File: config.mk
export PLATFORM = sky130hd
export DESIGN_NAME = tag_writer_key_repeat_sequencer
export DESIGN_NICKNAME = d
export VERILOG_FILES = /design/src/sv/twkrs_pkg.sv /design/src/sv/twkrs_cfg_regs.sv /design/src/sv/twkrs_step.sv /design/src/sv/tag_writer_key_repeat_sequencer.sv
export SDC_FILE = /design/constraint.sdc
export NUM_CORES = 1
export LEC_CHECK = 0
export BUFFER_PORTS_ARGS = -buffer_cell sky130_fd_sc_hd__buf_2
export CAP_MARGIN = 20
export CORE_MARGIN = 5
export CORE_UTILIZATION = 45
export CTS_BUF_LIST = sky130_fd_sc_hd__clkbuf_2
export DETAILED_ROUTE_END_ITERATION = 6
export PLACE_DENSITY = 0.62
export SLEW_MARGIN = 25
export SYNTH_ARGS = -nofsm -noshare
export SYNTH_HDL_FRONTEND = slang
export SYNTH_HIERARCHICAL = 1
export SYNTH_SLANG_ARGS = --single-unit
File: constraint.sdc
create_clock -name clk_i -period 6.2 [get_ports clk_i]
set_input_delay 0.62 -clock clk_i [delete_from_list [all_inputs] [get_ports clk_i]]
set_output_delay 0.62 -clock clk_i [all_outputs]
set_load 0.05 [all_outputs]
File: src/sv/twkrs_pkg.sv
// Package of the tag writer key repeat sequencer: types, codes and reset values.
// Used by the register file, the step logic and the top level.
`default_nettype none

package twkrs_pkg;

  localparam int unsigned AddrW = 5;
  localparam int unsigned DataW = 32;

  // Register indexes, taken from paddr[4:2].
  localparam logic [2:0] REG_DEBOUNCE      = 3'd0;
  localparam logic [2:0] REG_INITIAL_DELAY = 3'd1;
  localparam logic [2:0] REG_REPEAT_PERIOD = 3'd2;
  localparam logic [2:0] REG_POLL_PERIOD   = 3'd3;
  localparam logic [2:0] REG_RESULT_HOLD   = 3'd4;
  localparam logic [2:0] REG_EMPTY_NEEDED  = 3'd5;
  localparam logic [2:0] REG_TOP_NUMBER    = 3'd6;

  localparam logic [15:0] DEBOUNCE_RST      = 16'd25;
  localparam logic [15:0] INITIAL_DELAY_RST = 16'd500;
  localparam logic [15:0] REPEAT_PERIOD_RST = 16'd150;
  localparam logic [15:0] POLL_PERIOD_RST   = 16'd100;
  localparam logic [15:0] RESULT_HOLD_RST   = 16'd800;
  localparam logic [3:0]  EMPTY_NEEDED_RST  = 4'd3;
  localparam logic [9:0]  TOP_NUMBER_RST    = 10'd999;

  localparam logic [15:0] CNT_MAX   = 16'hFFFF;
  localparam logic [3:0]  EMPTY_MAX = 4'd15;
  localparam logic [9:0]  NUM_MIN   = 10'd1;

  // Key levels packed as {down, up}.
  localparam logic [1:0] KEYS_UP   = 2'b01;
  localparam logic [1:0] KEYS_DOWN = 2'b10;

  localparam logic [1:0] OUTCOME_NONE = 2'd0;
  localparam logic [1:0] OUTCOME_OK   = 2'd1;

  localparam logic [1:0] SHOWN_NONE = 2'd0;
  localparam logic [1:0] SHOWN_OK   = 2'd1;
  localparam logic [1:0] SHOWN_ERR  = 2'd2;

  typedef struct packed {
    logic [15:0] debounce_ticks;
    logic [15:0] initial_delay;
    logic [15:0] repeat_period;
    logic [15:0] poll_period;
    logic [15:0] result_hold;
    logic [3:0]  empty_needed;
    logic [9:0]  top_number;
  } cfg_t;

  typedef struct packed {
    logic       key_up;
    logic       key_down;
    logic [1:0] write_outcome;
    logic       field_empty;
  } item_t;

  typedef struct packed {
    logic        mode_removing;
    logic [9:0]  number;
    logic [1:0]  raw_keys;
    logic [1:0]  stable_keys;
    logic [15:0] since_key_change;
    logic [15:0] since_step;
    logic        in_repeat;
    logic [15:0] since_poll;
    logic [15:0] since_result;
    logic [3:0]  empty_count;
    logic        last_ok;
    logic        prompt_done;
  } state_t;

  typedef struct packed {
    logic [9:0] selected;
    logic       removing;
    logic       number_changed;
    logic       write_slot;
    logic [1:0] result_shown;
    logic       removal_prompt;
  } res_t;

  localparam state_t STATE_RST = '{
    mode_removing:    1'b0,
    number:           NUM_MIN,
    raw_keys:         2'b00,
    stable_keys:      2'b00,
    since_key_change: 16'd0,
    since_step:       16'd0,
    in_repeat:        1'b0,
    since_poll:       16'd0,
    since_result:     16'd0,
    empty_count:      4'd0,
    last_ok:          1'b0,
    prompt_done:      1'b0
  };

endpackage

`default_nettype wire

File: src/sv/twkrs_cfg_regs.sv
// APB-style configuration registers of the tag writer key repeat sequencer.
// Depends on twkrs_pkg for the register indexes, reset values and cfg_t.
`default_nettype none

module twkrs_cfg_regs (
  input  logic                          clk_i,
  input  logic                          rst_ni,
  input  logic                          psel,
  input  logic                          penable,
  input  logic                          pwrite,
  input  logic [twkrs_pkg::AddrW-1:0]   paddr,
  input  logic [twkrs_pkg::DataW-1:0]   pwdata,
  output logic [twkrs_pkg::DataW-1:0]   prdata,
  output logic                          pready,
  output twkrs_pkg::cfg_t               cfg_o
);
  import twkrs_pkg::*;

  cfg_t       cfg_q, cfg_d;
  logic [2:0] idx;
  logic       wr_en;

  assign pready = 1'b1;
  assign idx    = paddr[AddrW-1:2];
  assign wr_en  = psel && penable && pwrite && pready;

  always_comb begin
    cfg_d = cfg_q;
    if (wr_en) begin
      case (idx)
        REG_DEBOUNCE:      cfg_d.debounce_ticks = pwdata[15:0];
        REG_INITIAL_DELAY: cfg_d.initial_delay  = pwdata[15:0];
        REG_REPEAT_PERIOD: cfg_d.repeat_period  = pwdata[15:0];
        REG_POLL_PERIOD:   cfg_d.poll_period    = pwdata[15:0];
        REG_RESULT_HOLD:   cfg_d.result_hold    = pwdata[15:0];
        REG_EMPTY_NEEDED:  cfg_d.empty_needed   = pwdata[3:0];
        REG_TOP_NUMBER:    cfg_d.top_number     = pwdata[9:0];
        default: ;
      endcase
    end
  end

  always_comb begin
    case (idx)
      REG_DEBOUNCE:      prdata = {16'd0, cfg_q.debounce_ticks};
      REG_INITIAL_DELAY: prdata = {16'd0, cfg_q.initial_delay};
      REG_REPEAT_PERIOD: prdata = {16'd0, cfg_q.repeat_period};
      REG_POLL_PERIOD:   prdata = {16'd0, cfg_q.poll_period};
      REG_RESULT_HOLD:   prdata = {16'd0, cfg_q.result_hold};
      REG_EMPTY_NEEDED:  prdata = {28'd0, cfg_q.empty_needed};
      REG_TOP_NUMBER:    prdata = {22'd0, cfg_q.top_number};
      default:           prdata = '0;
    endcase
  end

  always_ff @(posedge clk_i or negedge rst_ni) begin
    if (!rst_ni) begin
      cfg_q.debounce_ticks <= DEBOUNCE_RST;
      cfg_q.initial_delay  <= INITIAL_DELAY_RST;
      cfg_q.repeat_period  <= REPEAT_PERIOD_RST;
      cfg_q.poll_period    <= POLL_PERIOD_RST;
      cfg_q.result_hold    <= RESULT_HOLD_RST;
      cfg_q.empty_needed   <= EMPTY_NEEDED_RST;
      cfg_q.top_number     <= TOP_NUMBER_RST;
    end else begin
      cfg_q <= cfg_d;
    end
  end

  assign cfg_o = cfg_q;

endmodule

`default_nettype wire

File: src/sv/twkrs_step.sv
// Combinational tick step of the tag writer key repeat sequencer: next state and result.
// Depends on twkrs_pkg for cfg_t, item_t, state_t, res_t and the codes.
`default_nettype none

module twkrs_step (
  input  twkrs_pkg::cfg_t   cfg_i,
  input  twkrs_pkg::state_t state_i,
  input  twkrs_pkg::item_t  item_i,
  output twkrs_pkg::state_t state_o,
  output twkrs_pkg::res_t   res_o
);
  import twkrs_pkg::*;

  function automatic logic [15:0] tick_up(input logic [15:0] c);
    return (c == CNT_MAX) ? c : c + 16'd1;
  endfunction

  function automatic logic [9:0] step_num(input logic [1:0] keys, input logic [9:0] num,
                                          input logic [9:0] top);
    logic [9:0] r;
    r = num;
    if (keys == KEYS_UP && num < top) begin
      r = num + 10'd1;
    end else if (keys == KEYS_DOWN && num > NUM_MIN) begin
      r = num - 10'd1;
    end
    return r;
  endfunction

  state_t     s;
  logic [1:0] keys;
  logic [3:0] empty_inc;
  logic       slot;
  logic [1:0] shown;
  logic       prompt;

  assign keys = {item_i.key_down, item_i.key_up};

  always_comb begin
    s      = state_i;
    slot   = 1'b0;
    shown  = SHOWN_NONE;
    prompt = 1'b0;
    empty_inc = '0;

    s.since_key_change = tick_up(state_i.since_key_change);
    s.since_step       = tick_up(state_i.since_step);
    s.since_poll       = tick_up(state_i.since_poll);
    s.since_result     = tick_up(state_i.since_result);

    if (keys != s.raw_keys) begin
      s.raw_keys         = keys;
      s.since_key_change = '0;
    end

    // While removing, keys are tracked but never step, so nothing fires on return.
    if (s.mode_removing) begin
      s.stable_keys = s.raw_keys;
      s.since_step  = '0;
      s.in_repeat   = 1'b0;
    end else if (s.since_key_change >= cfg_i.debounce_ticks) begin
      if (s.stable_keys != s.raw_keys) begin
        s.stable_keys = s.raw_keys;
        s.since_step  = '0;
        s.in_repeat   = 1'b0;
        s.number      = step_num(s.raw_keys, s.number, cfg_i.top_number);
      end else if (s.stable_keys == KEYS_UP || s.stable_keys == KEYS_DOWN) begin
        if (s.since_step >= (s.in_repeat ? cfg_i.repeat_period : cfg_i.initial_delay)) begin
          s.since_step = '0;
          s.in_repeat  = 1'b1;
          s.number     = step_num(s.stable_keys, s.number, cfg_i.top_number);
        end
      end
    end

    if (s.since_poll >= cfg_i.poll_period) begin
      s.since_poll = '0;
      if (s.mode_removing) begin
        if (s.since_result >= cfg_i.result_hold) begin
          if (s.last_ok && !s.prompt_done) begin
            prompt        = 1'b1;
            s.prompt_done = 1'b1;
          end
          if (!item_i.field_empty) begin
            s.empty_count = '0;
          end else begin
            empty_inc = (s.empty_count < EMPTY_MAX) ? s.empty_count + 4'd1 : s.empty_count;
            s.empty_count = empty_inc;
            if (empty_inc >= cfg_i.empty_needed) begin
              s.empty_count = '0;
              if (s.last_ok && s.number < cfg_i.top_number) begin
                s.number = s.number + 10'd1;
              end
              s.mode_removing = 1'b0;
            end
          end
        end
      end else begin
        slot = 1'b1;
        // Any nonzero outcome other than success counts as an error.
        if (item_i.write_outcome != OUTCOME_NONE) begin
          s.last_ok       = (item_i.write_outcome == OUTCOME_OK);
          shown           = s.last_ok ? SHOWN_OK : SHOWN_ERR;
          s.empty_count   = '0;
          s.prompt_done   = 1'b0;
          s.since_result  = '0;
          s.mode_removing = 1'b1;
        end
      end
    end
  end

  assign state_o = s;

  assign res_o.selected       = s.number;
  assign res_o.removing       = s.mode_removing;
  assign res_o.number_changed = (s.number != state_i.number);
  assign res_o.write_slot     = slot;
  assign res_o.result_shown   = shown;
  assign res_o.removal_prompt = prompt;

endmodule

`default_nettype wire

File: src/sv/tag_writer_key_repeat_sequencer.sv
// Top level of the tag writer key repeat sequencer: input register, state, result register.
// Depends on twkrs_pkg, twkrs_cfg_regs and twkrs_step.
//
// Each request is one millisecond tick and yields exactly one result. A request is
// taken into an input register; the tick step runs combinationally from that register
// into the state and the result register, and waits while the result is not taken.
// One request is accepted every cycle unless the output stalls. The input ready drops
// only while both the input register and the result register are full and the result
// is not taken. Configuration writes go through an APB-style port with registers at
// byte addresses 0x00 to 0x18 and are to be made while no request is in flight.
`default_nettype none

module tag_writer_key_repeat_sequencer (
  input  logic                        clk_i,
  input  logic                        rst_ni,
  input  logic                        psel,
  input  logic                        penable,
  input  logic                        pwrite,
  input  logic [twkrs_pkg::AddrW-1:0] paddr,
  input  logic [twkrs_pkg::DataW-1:0] pwdata,
  output logic [twkrs_pkg::DataW-1:0] prdata,
  output logic                        pready,
  input  logic                        in_valid_i,
  output logic                        in_ready_o,
  input  logic                        key_up_i,
  input  logic                        key_down_i,
  input  logic [1:0]                  write_outcome_i,
  input  logic                        field_empty_i,
  output logic                        out_valid_o,
  input  logic                        out_ready_i,
  output logic [9:0]                  selected_o,
  output logic                        removing_o,
  output logic                        number_changed_o,
  output logic                        write_slot_o,
  output logic [1:0]                  result_shown_o,
  output logic                        removal_prompt_o
);
  import twkrs_pkg::*;

  cfg_t   cfg;
  item_t  item_q, item_d;
  logic   item_valid_q;
  state_t state_q, state_d;
  res_t   res_q, res_d;
  logic   res_valid_q;
  logic   in_fire, advance;

  twkrs_cfg_regs u_cfg (
    .clk_i   (clk_i),
    .rst_ni  (rst_ni),
    .psel    (psel),
    .penable (penable),
    .pwrite  (pwrite),
    .paddr   (paddr),
    .pwdata  (pwdata),
    .prdata  (prdata),
    .pready  (pready),
    .cfg_o   (cfg)
  );

  twkrs_step u_step (
    .cfg_i   (cfg),
    .state_i (state_q),
    .item_i  (item_q),
    .state_o (state_d),
    .res_o   (res_d)
  );

  assign advance    = item_valid_q && (!res_valid_q || out_ready_i);
  assign in_ready_o = !item_valid_q || advance;
  assign in_fire    = in_valid_i && in_ready_o;

  assign item_d = '{key_up: key_up_i, key_down: key_down_i,
                    write_outcome: write_outcome_i, field_empty: field_empty_i};

  always_ff @(posedge clk_i or negedge rst_ni) begin
    if (!rst_ni) begin
      item_valid_q <= 1'b0;
      res_valid_q  <= 1'b0;
      state_q      <= STATE_RST;
    end else begin
      if (in_ready_o) begin
        item_valid_q <= in_valid_i;
      end
      if (advance) begin
        state_q     <= state_d;
        res_valid_q <= 1'b1;
      end else if (out_ready_i) begin
        res_valid_q <= 1'b0;
      end
    end
  end

  always_ff @(posedge clk_i) begin
    if (in_fire) begin
      item_q <= item_d;
    end
    if (advance) begin
      res_q <= res_d;
    end
  end

  assign out_valid_o      = res_valid_q;
  assign selected_o       = res_q.selected;
  assign removing_o       = res_q.removing;
  assign number_changed_o = res_q.number_changed;
  assign write_slot_o     = res_q.write_slot;
  assign result_shown_o   = res_q.result_shown;
  assign removal_prompt_o = res_q.removal_prompt;

endmodule

`default_nettype wire

Word level (Yosys, flattened, before mapping)
Index checks and enable logic that the tools add are counted.
W data, S select, Z words.
{ "totals": {"ram_bits": 0, "memories": 0, "ff_bits": 203, "latchBits": 0, "rom_bits": 0, "out_inout_bits": 51} }
{ "op_classes": {"n_addsub": 8, "div_mod_pow": 0, "multipliers": 0, "bitwise": 3, "magnitude_cmp": 9, "shifts": 0, "n_eq_ne": 20, "muxes": 50, "reduce_logical": 38} }
{ "ops": {"columns": ["cell", "n"], "rows": [
  ["$mux W16", 7],
  ["$pmux W16 S7", 1],
  ["$mux W10", 11],
  ["$mux W17", 5],
  ["$add A16 B1 Y16 const B", 4],
  ["$eq A16 B16 Y1 const B", 4],
  ["$ge A16 B16 Y1", 4],
  ["$mux W11", 4],
  ["$mux W38", 1],
  ["$mux W22", 1],
  ["$add A10 B1 Y10 const B", 2],
  ["$lt A10 B10 Y1", 2],
  ["$mux W4", 5],
  ["$reduce_and A2 Y1", 7],
  ["$reduce_and A4 Y1", 3],
  ["$gt A10 B1 Y1 const B", 1],
  ["$logic_and A1 B1 Y1", 10],
  ["$mux W1", 10],
  ["$mux W2", 5],
  ["$ne A10 B10 Y1", 1],
  ["$reduce_bool A2 Y1", 5],
  ["$sub A10 B1 Y10 const B", 1],
  ["$eq A3 B3 Y1 const B", 3],
  ["$eq A2 B1 Y1 const B", 3],
  ["other kinds (16)", 28]
]} }

Logic depth before layout (Yosys ltp)
{ "depth": {"depth_word": 18, "depth_mapped": 31, "mapped_depth_nobuf": 30} }

Hierarchy
Netlist, hierarchy kept.
{ "by_module_without_submodules": {"columns": ["module", "cells_per_inst", "area_each_um2", "instances"], "rows": [
  ["twkrs_step", 833, 5615.4, 1],
  ["twkrs_cfg_regs", 333, 4594.4, 1],
  ["tag_writer_key_repeat_sequencer", 211, 4031.4, 1]
]} }

Worst setup path after synthesis
No wires, ideal clock.
{ "synth_path": {"path_kind": "register to register", "from": "reg state_q[58] (netlist name)", "to": "reg state_q[76] (netlist name)", "t_arrival_ps": 6212, "n_path_buf": 1, "stages_incl_launch_ff": 29, "path_slack_ps": -137, "path_cell_list": "dfrtp_1 -> and3_1 -> and3_1 -> nand4_1 -> inv_1 -> nand2_1 -> nor3_1 -> nor2_1 -> nand3_1 -> xor2_1 -> nor2_1 -> ha_1 -> and3_1 -> nand3_1 -> o311ai_2 -> o311ai_1 -> nor3_2 -> o221a_2 -> ha_1 -> nor2b_1 -> o21ai_0 -> a21oi_1 -> or3_1 -> o211ai_1 -> nor4bb_1 -> o21ai_1 -> mux2_2 -> buf_4 -> mux2_4"} }
{ "synth_lines": {"columns": ["item", "line_no", "rtl"], "rows": [
  ["start: declaration", "tag_writer_key_repeat_sequencer.sv:43", "state_t state_q, state_d;"],
  ["start signal: assignment", "tag_writer_key_repeat_sequencer.sv:86", "state_q <= state_d;"]
]} }

==> impl_results.md <==
- Post-route ant nets: 0
- Crit Path Class: reg2reg
- Synthesized area: 14240 um2
- Die ar.: 35300 um2
- Final WS setup: -7.439 ps
- Maximum root-to-sink buffer count: 3
- Worst setup EP type: flip-flop
- FF-to-FF path depth: 30
- Vias per cell: 5.500
- WHS Endpoint: u_cfg/cfg_o[30]
- Sequential area share after synthesis: 0.3667
- Die H: 187.9 um
- Largest net degree at the start of global routing: 113
- WL/cell: 18.63 um
- Final setup TNS: -7.439 ps
- NetSw: 0.002141 W
- Cell Pwr Density: 318.0 nW/um2
- Int Power: 0.003015 W
- Reg2reg start: state_q[43]
- Worst path max stage delay: 390 ps
- I/O Buffers: 64
- Tot GR Track Use: 0.2042
- Hold Path Origin: pwdata[0]
- R2r endpoint: state_q[84]
- DP Area: 15110 um2
- Num ports: 100
- Share of cells above drive strength 1: 0.3276
- Hold depth: 2
- Outcome: complete, but fails checks
- Drt drc: 0
- Comb power frac: 0.426
- Sink Count: 203
- Hold Path Class: in2reg
- Arr. time, crit path: 6930 ps
- Crit path required time: 6920 ps
- Clk slew on worst S/H paths: 120 ps
- # setup viols final: 1
- Maximum vdd ir drop: 0.0001665 V
- Switching share of power: 0.4153
- Worst Skew: 99.29 ps
- CP Max Fanout: 7
- Initial cell density of the core: 0.4536
- Initial antenna violation count: 2
- Reg2reg setup slack: -7 ps
- Flops & latches, synth: 203
- Least-Margin Pin Slew: 1018 ps
- Vias in the first global route: 10870
- Core area: 31390 um2
- Final HPWL DP: 26710 um
- Final nets: 1674
- Vias: 10890
- Dominant cell type by area after synthesis: dfrtp_1
- CTS tree: built
- Pins Over Slew Limit: 0
- RSZ-0062 raised after global routing: yes
- Main flop type after synthesis: dfrtp_1
- Warnings, synthesis: 6
- Post-layout min period: 6207 ps
- Clock power share: 0.201
- Area contributors post-synth: dfrtp_1, mux2_2, ha_1
- Relative slew slack: 0.3189
- 1st-pass router iterations: 5
- Design Area, Final: 16210 um2
- Clock root buffer: clkbuf_2
- Yosys cell types: 93
- Grt ovf: 0
- Crit path max-delay cell type: a311o_1
- Synth async-reset ratio: 0.8966
- Seq pwr share: 0.373
- Avg Inst Size Synth: 10.34 um2
- Max frequency: 161.1 MHz
- Top-area cell type share of the netlist area: 0.2671
- P_leak: 7.590 nW
- Fill cells: 2902
- Synth-to-layout area growth: 13.86%
- Gp weighted congestion: 0.9132
- Violations in the final reports: setup timing
- Final Hold Vio Count: 0
- Global-route wire length before repair: 58570 um
- Max-capacitance violation count: 0
- # H-tree levels: 2
- Final worst path period share: 1.001
- Post-Synthesis Cells: 1377
- DRT Wirelength: 36870 um
- Crit start category: flip-flop
- Clk_lat worst skew: 900 ps
- Initial DRC count: 559
- TritonCTS Buffers: 57
- Row cnt: 65
- Post-synth EDFFs: 21
- Chip width: 187.9 um
==> layer usage <==
metal / track usage / up-vias / wire (um)
li1: - / 5268 / -
met1: 0.2769 / 5307 / 16890
met2: 0.3362 / 257 / 17570
met3: 0.03723 / 53 / 1684
met4: 0.05872 / 0 / 729
met5: 0 / - / 0
==> power groups by stage <==
stage	combinational (W)	sequential [W]	clock [W]
2_1_floorplan	0.00157	0.00189	0
3_3_place_gp	0.00204	0.00194	0
3_5_place_dp	0.00208	0.00195	0
4_1_cts	0.00212	0.00192	0.00109
5_1_grt	0.00241	0.00196	0.00116
6_report	0.00219	0.00192	0.00104
==> cell families (layout without fill, tap and decap cells) <==
logic type                 count (synthesis)  in the layout  synth area share
muxes                                    246            246            0.1972
xor gates and xnor gates                  66             66           0.04059
DFF                                      203            203            0.3667
and+or+nand+nor                          373            373            0.1431
adders and majority gates                 97             97           0.08522
AOI/OAI and AO/OA                        210            210            0.1046
buffers and inverters                    180            363           0.06212
other                                      2             19         0.0005273
==> critical path, delay by kind of cell, from the launching register on <==
family	cells	cell delay (ps)
AO/OA/AOI/OAI	9	1440
AND/OR/NAND/NOR	13	2340
adder cells (fa/ha/maj)	2	600
buffers and inverters	3	560
XOR/XNOR	1	110
multiplexers	2	610
flip-flops	1	370
==> how the worst max path moves through the flow <==
stage                 from     endpoint  slack (ps)
6_report       state_q[43]  state_q[84]          -7
3_3_place_gp   state_q[60]  state_q[76]         -20
3_5_place_dp   state_q[59]  state_q[84]         -50
5_1_grt        state_q[44]  state_q[84]        -260
2_1_floorplan  state_q[42]  state_q[76]          30
4_1_cts        state_q[44]  state_q[82]          10
==> cells in the final DEF (no fill, tap or decap), drive strengths merged, types with 7 or more instances in the layout <==
cell type    count
dfstp           30
buf            137
o21a            12
nor3            22
conb            17
nand3           47
nand2           69
a31oi            9
nand4           22
nand2b          19
dfrtp          152
nor2b           33
ha              97
clkinv          24
inv             97
clkbuf          81
xnor2           33
dlygate4sd3     22
a21oi           56
nor3b            8
nor2            87
edfxtp          21
a211oi          11
o21ai           37
a21o            14
and3            22
mux2           189
xor2            33
mux2i           57
or3              7
==> state kept, by name (all words and copies together) (netlist names) <==
register / count
write_slot_o: 1
u_cfg/cfg_o: 94
item_q: 5
removal_prompt_o: 1
removing_o: 1
item_valid_q: 1
number_changed_o: 1
selected_o: 10
out_valid_o: 1
state_q: 86
result_shown_o: 2
==> what timing repair did <==
action	in CTS	in global routing
hold buffers	22	0
pin swaps	3	19
setup endpoints to repair	16	21
cloned	0	0
endpoints found under the hold margin	132	0
gates resized for setup	9	36
buffers inserted	0	9
==> final cells by class <==
cell class | count | area, um2 | share of cell area
Timing Repair Buffer | 160 | 1129 | 0.06960
Sequential cell | 203 | 5223 | 0.3221
Tap cell | 402 | 503.0 | 0.03102
Clock buffer | 80 | 400.4 | 0.02469
Clock inverter | 26 | 157.7 | 0.009723
Multi-Input combinational cell | 1009 | 8433 | 0.5201
Antenna cell | 2 | 5.005 | 0.0003087
Inverter | 97 | 364.1 | 0.02246
==> through the flow <==
step	util	setup slack (ps)	std cells	hold WS (ps)	power, W
after floorplan	-	33.25	1392	324.4	0.003465
after global placement	0.4812	-16.33	1839	503.0	0.003972
after detailed placement	0.4812	-47.27	1839	494.1	0.004031
after CTS	0.5075	13.88	1967	30.70	0.005128
after global routing	0.5165	-257.0	1979	36.60	0.005528
final	0.5165	-7.439	1979	144.8	0.005156
==> Yosys cell counts (7+ instances only) <==
master    count
nand3_1      46
nand4_1      21
edfxtp_1     21
dfstp_2      30
buf_4        34
a31oi_1       9
and3_1       22
nand2_1      68
xnor2_1      33
inv_1        96
o21ai_0      36
clkbuf_1     22
a211oi_1     10
a21oi_1      56
mux2_2      159
buf_2        17
mux2i_1      57
o21a_1       12
mux2_4       29
ha_1         97
xor2_1       33
or3_1         7
dfrtp_1     152
nor2_1       83
a21o_1       14
nor3_1       17
nand2b_1     18
buf_6         8
nor2b_1      33
nor3b_1       8
Note: power is estimated with default switching activity, not from simulation.
